`src/hdl/aqzt_pkg.sv`:
```
package aqzt_pkg;

  localparam int MAX_WORKERS_DEF = 16;

  localparam int GREEN_W = 30;
  localparam int ZONE_W  = 31;
  localparam int TIME_W  = 32;
  localparam int CFG_IDX_W  = 2;
  localparam int CFG_DATA_W = 32;
  localparam int WC_W = 5;
  localparam int PT_W = 10;
  localparam int IDX_W = 4;

  // dividend width of the step divider: the yellow-green span
  localparam int DIV_W = ZONE_W;
  localparam int DEC_DIVISOR = 10;

  // floor(n/10) = (n * RECIP10) >> RECIP10_SH for any n below 2^32
  localparam logic [31:0] RECIP10    = 32'hCCCC_CCCD;
  localparam int          RECIP10_SH = 35;
  localparam int          GPROD_W    = ZONE_W + 32;

  localparam logic [GREEN_W-1:0] GREEN_MAX = {GREEN_W{1'b1}};
  localparam logic [ZONE_W-1:0]  ZONE_MAX  = {ZONE_W{1'b1}};

  // register indexes
  localparam logic [CFG_IDX_W-1:0] REG_INITIAL_GREEN    = 2'd0;
  localparam logic [CFG_IDX_W-1:0] REG_YELLOW_FLOOR     = 2'd1;
  localparam logic [CFG_IDX_W-1:0] REG_WORKER_COUNT     = 2'd2;
  localparam logic [CFG_IDX_W-1:0] REG_PARALLEL_THREADS = 2'd3;

  // register reset values
  localparam logic [GREEN_W-1:0] INITIAL_GREEN_RST    = 30'd8;
  localparam logic [ZONE_W-1:0]  YELLOW_FLOOR_RST     = 31'd0;
  localparam logic [WC_W-1:0]    WORKER_COUNT_RST     = 5'd1;
  localparam logic [PT_W-1:0]    PARALLEL_THREADS_RST = 10'd8;

  // green update kinds
  localparam logic [1:0] GOP_HOLD   = 2'd0;
  localparam logic [1:0] GOP_SHRINK = 2'd1;
  localparam logic [1:0] GOP_GROW   = 2'd2;

  typedef struct packed {
    logic [TIME_W-1:0] update_time;
    logic [TIME_W-1:0] goal_time;
    logic [ZONE_W-1:0] processed_buffers;
  } in_beat_t;

  typedef struct packed {
    logic [IDX_W-1:0]   worker_index;
    logic               worker_valid;
    logic [ZONE_W-1:0]  activate_level;
    logic [ZONE_W-1:0]  deactivate_level;
    logic [GREEN_W-1:0] green_level;
    logic [ZONE_W-1:0]  yellow_level;
    logic [ZONE_W-1:0]  red_level;
    logic               last;
  } out_beat_t;

  typedef struct packed {
    logic accept;
    logic gdiv_start;
    logic green_upd;
    logic zone_calc;
    logic ddiv_start;
    logic emit_init;
    logic emit;
  } cmd_t;

  typedef struct packed {
    logic green_hold;
    logic div_done;
    logic w_zero;
    logic last_worker;
    logic out_free;
  } sts_t;

endpackage

```
`src/hdl/aqzt_div.sv`:
```
module aqzt_div import aqzt_pkg::*; #(
  parameter int DW = DIV_W,
  parameter int VW = 4
) (
  input  logic          clk,
  input  logic          rst,
  input  logic          start,
  input  logic [DW-1:0] dividend,
  input  logic [VW-1:0] divisor,
  output logic          done,
  output logic [DW-1:0] quot,
  output logic [VW-1:0] rem
);

  localparam int CW = $clog2(DW);

  logic          busy;
  logic [CW-1:0] cnt;
  logic [VW-1:0] dvs;
  logic [VW:0]   shifted;
  logic [VW:0]   trial;
  logic          fits;

  // restoring division, one quotient bit per cycle
  assign shifted = {rem, quot[DW-1]};
  assign trial   = shifted - {1'b0, dvs};
  assign fits    = ~trial[VW];

  always_ff @(posedge clk) begin
    if (rst) begin
      busy <= 1'b0;
      done <= 1'b0;
      cnt  <= '0;
    end else begin
      done <= 1'b0;
      if (start) begin
        busy <= 1'b1;
        cnt  <= CW'(DW - 1);
      end else if (busy) begin
        if (cnt == '0) begin
          busy <= 1'b0;
          done <= 1'b1;
        end else begin
          cnt <= cnt - 1'b1;
        end
      end
    end
  end

  always_ff @(posedge clk) begin
    if (start) begin
      quot <= dividend;
      rem  <= '0;
      dvs  <= divisor;
    end else if (busy) begin
      quot <= {quot[DW-2:0], fits};
      rem  <= fits ? trial[VW-1:0] : shifted[VW-1:0];
    end
  end

endmodule

```
`src/hdl/aqzt_dp.sv`:
```
module aqzt_dp import aqzt_pkg::*; #(
  parameter int MAX_WORKERS = MAX_WORKERS_DEF
) (
  input  logic                  clk,
  input  logic                  rst,
  input  cmd_t                  cmd,
  output sts_t                  sts,
  input  logic                  cfg_we,
  input  logic [CFG_IDX_W-1:0]  cfg_index,
  input  logic [CFG_DATA_W-1:0] cfg_data,
  input  in_beat_t              in_data,
  output logic                  out_valid,
  input  logic                  out_stall,
  output out_beat_t             out_data
);

  localparam int WW = $clog2(MAX_WORKERS + 1);
  localparam int VW = (WW > 4) ? WW : 4;

  // configuration and state
  logic [ZONE_W-1:0]  yellow_floor;
  logic [WC_W-1:0]    worker_count;
  logic [PT_W-1:0]    parallel_threads;
  logic [GREEN_W-1:0] green_state;

  // per update
  logic [1:0]         gop;
  logic [GPROD_W-1:0] gprod;
  logic               gmul_done;
  logic [ZONE_W-1:0]  yellow;
  logic [ZONE_W-1:0]  red;
  logic [ZONE_W-1:0]  span;
  logic [WW-1:0]      wsat;
  logic               cap;

  // worker walk
  logic [WW-1:0]      idx;
  logic [ZONE_W-1:0]  acc_q;
  logic [VW-1:0]      acc_r;
  logic [ZONE_W-1:0]  step_q;
  logic [VW-1:0]      step_r;

  // divider
  logic               div_start;
  logic [DIV_W-1:0]   div_dividend;
  logic [VW-1:0]      div_divisor;
  logic               div_done;
  logic [DIV_W-1:0]   div_quot;
  logic [VW-1:0]      div_rem;

  // combinational
  logic [1:0]         gop_next;
  logic [ZONE_W-1:0]  g_op;
  logic [ZONE_W-1:0]  tenth;
  logic [GREEN_W-1:0] green_next;
  logic [ZONE_W-1:0]  grow_q;
  logic [ZONE_W-1:0]  grow_p1;
  logic [ZONE_W-1:0]  grow_mx;
  logic [ZONE_W-1:0]  twice_g;
  logic [ZONE_W-1:0]  gap;
  logic [ZONE_W+1:0]  ysum;
  logic [ZONE_W-1:0]  y_next;
  logic [ZONE_W+1:0]  rsum;
  logic [WW-1:0]      w_next;
  logic [ZONE_W+1:0]  cap_lhs;
  logic [ZONE_W+1:0]  cap_rhs;
  logic [VW:0]        r_sum;
  logic               wrap;
  logic [VW-1:0]      r_next;
  logic [ZONE_W-1:0]  q_next;
  logic [ZONE_W-1:0]  act;
  logic [PT_W-1:0]    half_p;
  logic [PT_W:0]      p_plus1;
  out_beat_t          beat;

  always_comb begin
    if (in_data.update_time > in_data.goal_time) begin
      gop_next = GOP_SHRINK;
    end else if (in_data.update_time < in_data.goal_time &&
                 in_data.processed_buffers > ZONE_W'(green_state)) begin
      gop_next = GOP_GROW;
    end else begin
      gop_next = GOP_HOLD;
    end
  end

  // shrink needs ceil(green/10), grow needs floor(green/10)
  assign g_op  = ZONE_W'(green_state) +
                 ((gop == GOP_SHRINK) ? ZONE_W'(DEC_DIVISOR - 1) : '0);
  assign tenth = ZONE_W'(gprod[GPROD_W-1:RECIP10_SH]);

  // green from the tenth: g - ceil(g/10) or max(g + floor(g/10), g + 1)
  always_comb begin
    grow_q  = ZONE_W'(green_state) + tenth;
    grow_p1 = ZONE_W'(green_state) + 1'b1;
    grow_mx = (grow_q > grow_p1) ? grow_q : grow_p1;
    if (gop == GOP_SHRINK) begin
      green_next = green_state - tenth[GREEN_W-1:0];
    end else if (grow_mx > ZONE_W'(GREEN_MAX)) begin
      green_next = GREEN_MAX;
    end else begin
      green_next = grow_mx[GREEN_W-1:0];
    end
  end

  // zone levels
  always_comb begin
    twice_g = {green_state, 1'b0};
    gap     = (twice_g > yellow_floor) ? twice_g : yellow_floor;
    ysum    = (ZONE_W+2)'(green_state) + (ZONE_W+2)'(gap);
    y_next  = (ysum > (ZONE_W+2)'(ZONE_MAX)) ? ZONE_MAX : ysum[ZONE_W-1:0];
    rsum    = (ZONE_W+2)'({y_next, 1'b0}) - (ZONE_W+2)'(green_state);
    if (32'(worker_count) > 32'(MAX_WORKERS)) begin
      w_next = WW'(MAX_WORKERS);
    end else begin
      w_next = WW'(worker_count);
    end
  end

  assign cap_lhs = (ZONE_W+2)'({span, 1'b0});
  assign cap_rhs = (ZONE_W+2)'(parallel_threads) * (ZONE_W+2)'(wsat);

  // running floor(span*i/w) as quotient and remainder
  always_comb begin
    r_sum   = {1'b0, acc_r} + {1'b0, step_r};
    wrap    = (r_sum >= (VW+1)'(wsat));
    r_next  = wrap ? VW'(r_sum - (VW+1)'(wsat)) : r_sum[VW-1:0];
    q_next  = acc_q + step_q + ZONE_W'(wrap);
    p_plus1 = (PT_W+1)'(parallel_threads) + 1'b1;
    half_p  = p_plus1[PT_W:1];
    if (idx == '0 && cap) begin
      act = ZONE_W'(half_p);
    end else begin
      act = q_next + ZONE_W'(r_next != '0);
    end
  end

  always_comb begin
    beat.green_level  = green_state;
    beat.yellow_level = yellow;
    beat.red_level    = red;
    if (wsat == '0) begin
      beat.worker_index     = '0;
      beat.worker_valid     = 1'b0;
      beat.activate_level   = '0;
      beat.deactivate_level = '0;
      beat.last             = 1'b1;
    end else begin
      beat.worker_index     = IDX_W'(idx);
      beat.worker_valid     = 1'b1;
      beat.activate_level   = ZONE_W'((ZONE_W+1)'(green_state) + (ZONE_W+1)'(act));
      beat.deactivate_level = ZONE_W'((ZONE_W+1)'(green_state) + (ZONE_W+1)'(acc_q));
      beat.last             = (idx == WW'(wsat - 1'b1));
    end
  end

  assign div_start    = cmd.ddiv_start;
  assign div_dividend = DIV_W'(span);
  assign div_divisor  = VW'(wsat);

  aqzt_div #(
    .DW (DIV_W),
    .VW (VW)
  ) u_div (
    .clk      (clk),
    .rst      (rst),
    .start    (div_start),
    .dividend (div_dividend),
    .divisor  (div_divisor),
    .done     (div_done),
    .quot     (div_quot),
    .rem      (div_rem)
  );

  always_ff @(posedge clk) begin
    if (rst) begin
      yellow_floor     <= YELLOW_FLOOR_RST;
      worker_count     <= WORKER_COUNT_RST;
      parallel_threads <= PARALLEL_THREADS_RST;
      green_state      <= INITIAL_GREEN_RST;
    end else begin
      if (cfg_we) begin
        unique case (cfg_index)
          REG_INITIAL_GREEN:    green_state      <= cfg_data[GREEN_W-1:0];
          REG_YELLOW_FLOOR:     yellow_floor     <= cfg_data[ZONE_W-1:0];
          REG_WORKER_COUNT:     worker_count     <= cfg_data[WC_W-1:0];
          REG_PARALLEL_THREADS: parallel_threads <= cfg_data[PT_W-1:0];
          default: ;
        endcase
      end else if (cmd.green_upd) begin
        green_state <= green_next;
      end
    end
  end

  always_ff @(posedge clk) begin
    if (cmd.accept) begin
      gop <= gop_next;
    end
    if (cmd.gdiv_start) begin
      gprod <= GPROD_W'(g_op) * GPROD_W'(RECIP10);
    end
    if (cmd.zone_calc) begin
      yellow <= y_next;
      red    <= (rsum > (ZONE_W+2)'(ZONE_MAX)) ? ZONE_MAX : rsum[ZONE_W-1:0];
      span   <= y_next - ZONE_W'(green_state);
      wsat   <= w_next;
    end
    if (cmd.ddiv_start) begin
      cap <= (cap_lhs > cap_rhs);
    end
    if (cmd.emit_init) begin
      step_q <= div_quot[ZONE_W-1:0];
      step_r <= div_rem;
      acc_q  <= '0;
      acc_r  <= '0;
      idx    <= '0;
    end else if (cmd.emit) begin
      acc_q <= q_next;
      acc_r <= r_next;
      idx   <= idx + 1'b1;
    end
    if (cmd.emit) begin
      out_data <= beat;
    end
  end

  // the tenth product is registered, and ready in the cycle after it is started
  always_ff @(posedge clk) begin
    if (rst) begin
      gmul_done <= 1'b0;
    end else begin
      gmul_done <= cmd.gdiv_start;
    end
  end

  always_ff @(posedge clk) begin
    if (rst) begin
      out_valid <= 1'b0;
    end else if (cmd.emit) begin
      out_valid <= 1'b1;
    end else if (!out_stall) begin
      out_valid <= 1'b0;
    end
  end

  assign sts.green_hold  = (gop == GOP_HOLD);
  assign sts.div_done    = div_done | gmul_done;
  assign sts.w_zero      = (wsat == '0);
  assign sts.last_worker = beat.last;
  assign sts.out_free    = ~out_valid | ~out_stall;

endmodule

```
`src/hdl/aqzt_ctrl.sv`:
```
module aqzt_ctrl import aqzt_pkg::*; (
  input  logic clk,
  input  logic rst,
  input  logic in_valid,
  output logic in_stall,
  input  sts_t sts,
  output cmd_t cmd
);

  localparam logic [2:0] S_IDLE   = 3'd0;
  localparam logic [2:0] S_GSEL   = 3'd1;
  localparam logic [2:0] S_GWAIT  = 3'd2;
  localparam logic [2:0] S_ZONE   = 3'd3;
  localparam logic [2:0] S_DSTART = 3'd4;
  localparam logic [2:0] S_DWAIT  = 3'd5;
  localparam logic [2:0] S_EMIT   = 3'd6;

  logic [2:0] state;
  logic [2:0] state_next;

  assign in_stall = (state != S_IDLE);

  always_comb begin
    cmd        = '0;
    state_next = state;
    unique case (state)
      S_IDLE: begin
        if (in_valid) begin
          cmd.accept = 1'b1;
          state_next = S_GSEL;
        end
      end
      S_GSEL: begin
        if (sts.green_hold) begin
          state_next = S_ZONE;
        end else begin
          cmd.gdiv_start = 1'b1;
          state_next     = S_GWAIT;
        end
      end
      S_GWAIT: begin
        if (sts.div_done) begin
          cmd.green_upd = 1'b1;
          state_next    = S_ZONE;
        end
      end
      S_ZONE: begin
        cmd.zone_calc = 1'b1;
        state_next    = S_DSTART;
      end
      S_DSTART: begin
        if (sts.w_zero) begin
          state_next = S_EMIT;
        end else begin
          cmd.ddiv_start = 1'b1;
          state_next     = S_DWAIT;
        end
      end
      S_DWAIT: begin
        if (sts.div_done) begin
          cmd.emit_init = 1'b1;
          state_next    = S_EMIT;
        end
      end
      S_EMIT: begin
        if (sts.out_free) begin
          cmd.emit = 1'b1;
          if (sts.last_worker) begin
            state_next = S_IDLE;
          end
        end
      end
      default: state_next = S_IDLE;
    endcase
  end

  always_ff @(posedge clk) begin
    if (rst) begin
      state <= S_IDLE;
    end else begin
      state <= state_next;
    end
  end

endmodule

```
`src/hdl/adaptive_queue_zone_thresholds.sv`:
```
// Adaptive queue zone thresholds. Each input beat is one measurement (time
// spent, goal time, buffers processed); it moves the green queue level down
// by a tenth, up by a tenth (at least one, capped at 2^30-1) or leaves it,
// derives yellow and red from it, and then sends one result beat per worker
// with that worker's activate and deactivate levels, the last one marked by
// last. A worker count of zero gives one beat with worker_valid low; a count
// above MAX_WORKERS is taken as MAX_WORKERS. Rate: one update at a time; a
// new measurement is not taken before the last one is through. With the
// saturated worker count zero there is no step division, and result stalls
// hold the worker walk. The step divider resolves one quotient bit per cycle
// over 31 bits; the tenth of green comes from one reciprocal multiplication,
// and the worker levels then come out at one beat a cycle, while the result
// channel is not stalled, from a running quotient and remainder. The next
// measurement is taken as soon as the last result beat sits in the output
// register. Configuration writes are always ready; they belong to idle time,
// a rule the user must keep, as the block does not enforce it; writing
// initial_green also reloads the green level.
module adaptive_queue_zone_thresholds import aqzt_pkg::*; #(
  parameter int MAX_WORKERS = MAX_WORKERS_DEF
) (
  input  logic                  clk,
  input  logic                  rst,
  // measurement channel
  input  logic                  in_valid,
  output logic                  in_stall,
  input  in_beat_t              in_data,
  // result channel
  output logic                  out_valid,
  input  logic                  out_stall,
  output out_beat_t             out_data,
  // register writes
  input  logic                  cfg_valid,
  output logic                  cfg_ready,
  input  logic [CFG_IDX_W-1:0]  cfg_index,
  input  logic [CFG_DATA_W-1:0] cfg_data
);

  cmd_t cmd;
  sts_t sts;

  // registers are plain flops, a write never has to wait
  assign cfg_ready = 1'b1;

  // sequencer: measurement in, green update, zones, step division, worker walk
  aqzt_ctrl u_ctrl (
    .clk      (clk),
    .rst      (rst),
    .in_valid (in_valid),
    .in_stall (in_stall),
    .sts      (sts),
    .cmd      (cmd)
  );

  // arithmetic, registers, step divider and output register
  aqzt_dp #(
    .MAX_WORKERS (MAX_WORKERS)
  ) u_dp (
    .clk       (clk),
    .rst       (rst),
    .cmd       (cmd),
    .sts       (sts),
    .cfg_we    (cfg_valid & cfg_ready),
    .cfg_index (cfg_index),
    .cfg_data  (cfg_data),
    .in_data   (in_data),
    .out_valid (out_valid),
    .out_stall (out_stall),
    .out_data  (out_data)
  );

  // one update at a time: a taken measurement closes the input
  a_one_update: assert property (@(posedge clk) disable iff (rst)
    (in_valid && !in_stall) |=> in_stall)
    else $error("measurement taken while an update was running");

  // the no-worker beat is the only beat of its update
  a_zero_last: assert property (@(posedge clk) disable iff (rst)
    (out_valid && !out_data.worker_valid) |-> out_data.last)
    else $error("beat without worker is not last");

  // a worker never starts below the level where it stops
  a_hysteresis: assert property (@(posedge clk) disable iff (rst)
    out_valid |-> (out_data.activate_level >= out_data.deactivate_level))
    else $error("activate level below deactivate level");

  // zones stay ordered
  a_zone_order: assert property (@(posedge clk) disable iff (rst)
    out_valid |-> (out_data.red_level >= out_data.yellow_level &&
                   out_data.yellow_level >= 31'(out_data.green_level)))
    else $error("zone levels out of order");

endmodule
```
`config.mk`:
```
export PLATFORM = sky130hd
export DESIGN_NAME = adaptive_queue_zone_thresholds
export DESIGN_NICKNAME = d
export VERILOG_FILES = /design/src/hdl/aqzt_pkg.sv /design/src/hdl/aqzt_div.sv /design/src/hdl/aqzt_dp.sv /design/src/hdl/aqzt_ctrl.sv /design/src/hdl/adaptive_queue_zone_thresholds.sv
export SDC_FILE = /design/constraint.sdc
export NUM_CORES = 2
export LEC_CHECK = 0
export BUFFER_PORTS_ARGS = -buffer_cell sky130_fd_sc_hd__buf_2
export CELL_PAD_IN_SITES_DETAIL_PLACEMENT = 1
export CELL_PAD_IN_SITES_GLOBAL_PLACEMENT = 1
export CORE_MARGIN = 2
export CORE_UTILIZATION = 50
export CTS_CLUSTER_SIZE = 28
export DETAILED_ROUTE_END_ITERATION = 7
export GPL_TIMING_DRIVEN = 0
export PLACE_DENSITY = 0.9
export SYNTH_ARGS = -nofsm -noshare
export SYNTH_HDL_FRONTEND = slang
export SYNTH_HIERARCHICAL = 1
export SYNTH_SLANG_ARGS = --single-unit
```
`constraint.sdc`:
```
create_clock -name clk -period 15.7 [get_ports clk]
set_clock_uncertainty 0.2 [all_clocks]
set_input_delay 0.785 -clock clk [delete_from_list [all_inputs] [get_ports clk]]
set_output_delay 0.785 -clock clk [all_outputs]
set_load 0.01 [all_outputs]
```
# ---- Word-level counts from Yosys, hierarchy flattened
# Cells that the tools add are included.
dict set report totals {
  regBits 530
}
dict set report classes {
  add_sub_neg 19
  multipliers 2
  n_lt_le_gt_ge 11
  eq_ne 19
  mux 46
  bitwise_logic 7
  reduce_logical 21
}
# operator n
set ops {}
lappend ops {{31-bit two-way mux} 6}
lappend ops {{30-bit two-way mux} 5}
lappend ops {{30-bit by 31-bit adder with 31-bit output} 3}
lappend ops {{33-bit by 31-bit greater-than comparator with 1-bit output (second input constant)} 2}
lappend ops {{31-bit by 32-bit multiplier with 63-bit output (second input constant)} 1}
lappend ops {{63-bit two-way mux} 1}
lappend ops {{31-bit by 1-bit adder with 31-bit output} 2}
lappend ops {{31-bit greater-than comparator} 2}
lappend ops {{32-bit by 30-bit subtractor with 33-bit output} 1}
lappend ops {{30-bit by 31-bit adder with 32-bit output} 1}
lappend ops {{32-bit by 15-bit greater-than comparator with 1-bit output} 1}
lappend ops {{32-bit greater-than comparator} 1}
lappend ops {{32-bit < comparator} 1}
lappend ops {{30-bit by 1-bit adder with 31-bit output (second input constant)} 1}
lappend ops {{30-bit by 28-bit adder with 31-bit output} 1}
lappend ops {{31-bit adder} 1}
lappend ops {{31-bit by 30-bit greater-than comparator with 1-bit output} 1}
lappend ops {{31-bit by 30-bit greater-than comparator with 1-bit output (second input constant)} 1}
lappend ops {{31-bit by 30-bit subtractor with 31-bit output} 1}
lappend ops {{30-bit by 28-bit subtractor with 30-bit output} 1}
lappend ops {{5-bit two-way mux} 5}
lappend ops {{3-bit case mux with 7 select lines} 1}
lappend ops {{1-bit two-way mux} 20}
lappend ops {{5-bit logical NOT} 3}
lappend ops {{32 further kinds} 62}

# ---- Longest topological paths before layout
dict set report logic_depth {
  depth_word 8
  ltp_mapped 42
  depth_no_buf 39
}

# ---- Cells and area by module
# Netlist, hierarchy kept.
# mod instances cells_each area_each_um2 seq_area_each_um2
set modules_own_cells {}
lappend modules_own_cells {aqzt_dp 1 4812 45431.1 12141.6}
lappend modules_own_cells {aqzt_div 1 170 2258.4 1321.3}
lappend modules_own_cells {aqzt_ctrl 1 39 302.8 60.1}
lappend modules_own_cells {adaptive_queue_zone_thresholds 1 2 11.3 0.0}

# ---- Worst setup path before layout
# OpenSTA, ideal clock, no wires.
dict set report synth_path {
  kind {input -> register}
  from {in out_stall}
  to {reg u_dp.acc_q[16]}
  arrival_ns 12.943
  setup_slack_ns 2.430
  cell_stages 7
  path_buffers 2
  path_cell_list {nand2_1 > nand2_1 > nor3_1 > clkbuf_1 > buf_1 > mux2i_1 > nor2_1}
}
# element line_no
set synth_rtl {}
lappend synth_rtl {{start: declaration} adaptive_queue_zone_thresholds.sv:29} ;# input logic out_stall,
lappend synth_rtl {{end signal: assignment} aqzt_dp.sv:219} ;# acc_q <= q_next;
lappend synth_rtl {{end: declaration} aqzt_dp.sv:38} ;# logic [ZONE_W-1:0] acc_q;

# ---- Worst setup path in the final report
dict set report layout_path {
  from {reg u_dp.gop[0]}
  to {reg u_dp.gprod[48], data pin}
}
dict set report layout_between {
  elab_chain_cells 4
}
# element line_no
set layout_lines {}
lappend layout_lines {{start: declaration} aqzt_dp.sv:27} ;# logic [1:0] gop;
lappend layout_lines {{start signal: assignment} aqzt_dp.sv:198} ;# gop <= gop_next;
lappend layout_lines {{2-bit by 1-bit == test with 1-bit output} aqzt_dp.sv:89} ;# ((gop == GOP_SHRINK) ? ZONE_W'(DEC_DIVISOR - 1) : '0);
lappend layout_lines {{4-bit two-way mux} aqzt_dp.sv:89}
lappend layout_lines {{30-bit by 31-bit adder with 31-bit output} aqzt_dp.sv:88} ;# assign g_op = ZONE_W'(green_state) +
lappend layout_lines {{31-bit by 32-bit multiplier with 63-bit output} aqzt_dp.sv:201} ;# gprod <= GPROD_W'(g_op) * GPROD_W'(RECIP10);
lappend layout_lines {{end signal: assignment} aqzt_dp.sv:201}
lappend layout_lines {{end: declaration} aqzt_dp.sv:28} ;# logic [GPROD_W-1:0] gprod;
# Every way passes these cells.
# A chain may end at the register's enable or synchronous reset.

==> reports/summary.txt <==
most used cell, CP - fa_1
CTS Sinks - 495
die span in y - 313.9 um
Stages on worst setup path - 36
GP Congestion - 0.9960
PortBufs - 293
Final Non-Filler Cells - 6709
fmax - 75.05 MHz
Die X-Extent - 313.9 um
Cell Area, Synth - 48000 um2
Skew-Pair Late Insertion Delay - 650 ps
via count - 42446
First-pass DRT Iterations - 8
WS Path Type - flip-flop to flip-flop
Starting Density - 0.5052
sequential area share after synthesis - 0.2817
Final min period - 13320 ps
Fin Setup TNS - 0 ps
Unique masters post-synth - 106
vias in the first global route - 45765
Syn Inst Count - 5023
final WL - 187.1 mm
Post-Place Cells - 6604
ys async rst share - 0
cell family with most CP delay - adder cells
Mapped Avg Cell Area - 9.557 um2
Max Cap Viol - 1
initial antenna violation count - 12
most frequent cells in the layout - 714 x ha_1, 643 x inv_1, 361 x edfxtp_1
synth warn - 6
Startpoint Class - flip-flop
first-pass GRT wire length - 279.3 mm
Required @ worst endpoint - 15890 ps
Iter 0 DRT Violations - 4035
Setup Fix Bufs, Post-CTS - 0
cts bufs inserted - 54
Final ANT Viol Nets - 0
worst slew pin tran - 1537 ps
GRT Resource Usage Total - 0.3741
register bit total from synthesis - 495
Clock H-tree levels - 2
LEAKAGE - 0.02477 uW
Final nets - 6522
global route total overflow - 0
CTS tree - done
Hold Path Stages - 0
Tightest Hold Check Type - flip-flop to flip-flop
final cycle utilization of the critical path - 0.8487
max incr delay on CP - 880 ps
R2R depth - 36
core area - 95010 um2
P&R area growth vs syn - 11.08%
peak supply drop - 251.1 uV
Crit. End Element - flip-flop
largest net degree at the start of global routing - 42
Remaining DRCs - 0
die area - 98500 um2
ys flop type - edfxtp_1
Hold WS - 215.5 ps
post-CTS resize count - 0
Top Ports - 297
Post-CTS Hold Buffers - 0
Slew Limit Headroom - -0.05086
Crit-path slowest cell - nor4_1
max-slew violations - 3
CTS root buf - clkbuf_16
crit path DAT - 13510 ps
routed vias/inst - 6.327
Final setup viols - 0
Placed Area - 51360 um2
Reg clk slew, reported paths - 70 ps
Design Area, Final - 53320 um2
fill count - 10931
row cnt - 113
HPWL after detailed placement - 147.7 mm
worst path bufs/invs - 7
failing checks - max-capacitance violations, max-slew violations
DR WL/cell - 27.89 um
Final Hold Viols - 0
most common cell after layout, fill and taps aside - ha_1
Post-synth EDFFs - 361
Power Density - 188.9 nW/um2
crit path max fanout - 11
RSZ-0062 raised after global routing - no
outcome - finished with violations
syn nets - 6150
buffer levels on the longest clock path - 3
share of cells above drive strength 1 - 0.09504
[per-layer routing]
layer | track usage | vias to the layer above | part of all wire | routed length (um)
li1 | - | 18289 | - | -
met3 | 0.08827 | 869 | 0.092 | 17230
met5 | 0 | - | 0.00056 | 104
met1 | 0.4330 | 20871 | 0.36 | 68140
met4 | 0.2515 | 18 | 0.078 | 14540
met2 | 0.6174 | 2399 | 0.47 | 87110
[report_power, final]
part | internal (uW) | switching (uW)
sequential | 1690 | 161
combinational | 2530 | 4250
clock | 842 | 603
[cells by family after synthesis]
| family | Yosys count | synth area share |
|---|---|---|
| compound gates | 1059 | 0.1444 |
| xor+xnor | 330 | 0.06037 |
| fa+ha+maj | 993 | 0.3025 |
| buf+inv | 788 | 0.06235 |
| flops | 495 | 0.2817 |
| mux | 88 | 0.01926 |
| other cells | 1 | 0.00007812 |
| simple gates | 1269 | 0.1294 |
[area by class of cell]
class                      instances  area [um2]  share of cell area
inverter                         647        2429             0.04555
timing repair buffer             316        1747             0.03276
buffer                           141       564.3             0.01058
sequential                       495       13520              0.2536
tap                             1265        1583             0.02968
antenna                            4       10.01           0.0001877
multi-input combinational       3740       31520              0.5911
clock buffer                      65        1486             0.02788
clock inverter                    36       461.7            0.008659
[synthesized netlist by cell type, types with 104 or more instances]
cell type  count  share of area
a21oi_1      320          0.033
a21o_1       150          0.023
xnor2_1      225          0.041
o21ai_0      212          0.022
nand2_1      327          0.026
edfxtp_1     361           0.23
clkbuf_1     118         0.0092
xor2_1       104          0.019
nor2_1       332          0.026
dfxtp_1      134          0.056
ha_1         714           0.19
inv_1        643          0.050
fa_1         279           0.12
[worst reg2reg max path, delay by kind of cell, from the launching register on]
| kind | cells | cell delay, ps |
|---|---|---|
| adder cells (fa/ha/maj) | 11 | 5320 |
| AND/OR/NAND/NOR | 12 | 3040 |
| buffers and inverters | 7 | 1730 |
| AO/OA/AOI/OAI | 4 | 1470 |
| XOR/XNOR | 2 | 840 |
| flip-flops | 1 | 430 |
[final timing paths]
check	startpoint	end	slack, ps
max	u_dp/gop[0]	u_dp/gprod[48]	2380
min	u_dp/yellow[6]	u_dp/out_data[38]	220
max reg2reg	u_dp/gop[0]	u_dp/gprod[48]	2380
min reg2reg	u_dp/yellow[6]	u_dp/out_data[38]	220
[state kept, by name, indices dropped and copies added, names as in the netlist, 10 cells and up]
register and count:
u_dp/acc_q 31, u_dp/parallel_threads 10, u_dp/green_state 30, u_dp/out_data 160
u_dp/gprod 28, u_dp/u_div/quot 31, u_dp/yellow 31, u_dp/red 31
u_dp/div_dividend 31, u_dp/yellow_floor 31, u_dp/step_q 31
[metrics by stage]
stage / total power [uW] / setup WS (ps) / utilization
6_report: 10070 / 2376 / 0.5612
5_1_grt: 10700 / 2045 / 0.5611
4_1_cts: 9892 / 2850 / 0.5611
3_5_place_dp: 8325 / 2984 / 0.5406
3_3_place_gp: 7735 / -2384 / 0.5373
2_1_floorplan: 6151 / 2430 / -
No activity file was read; power rests on OpenSTA's default activity.
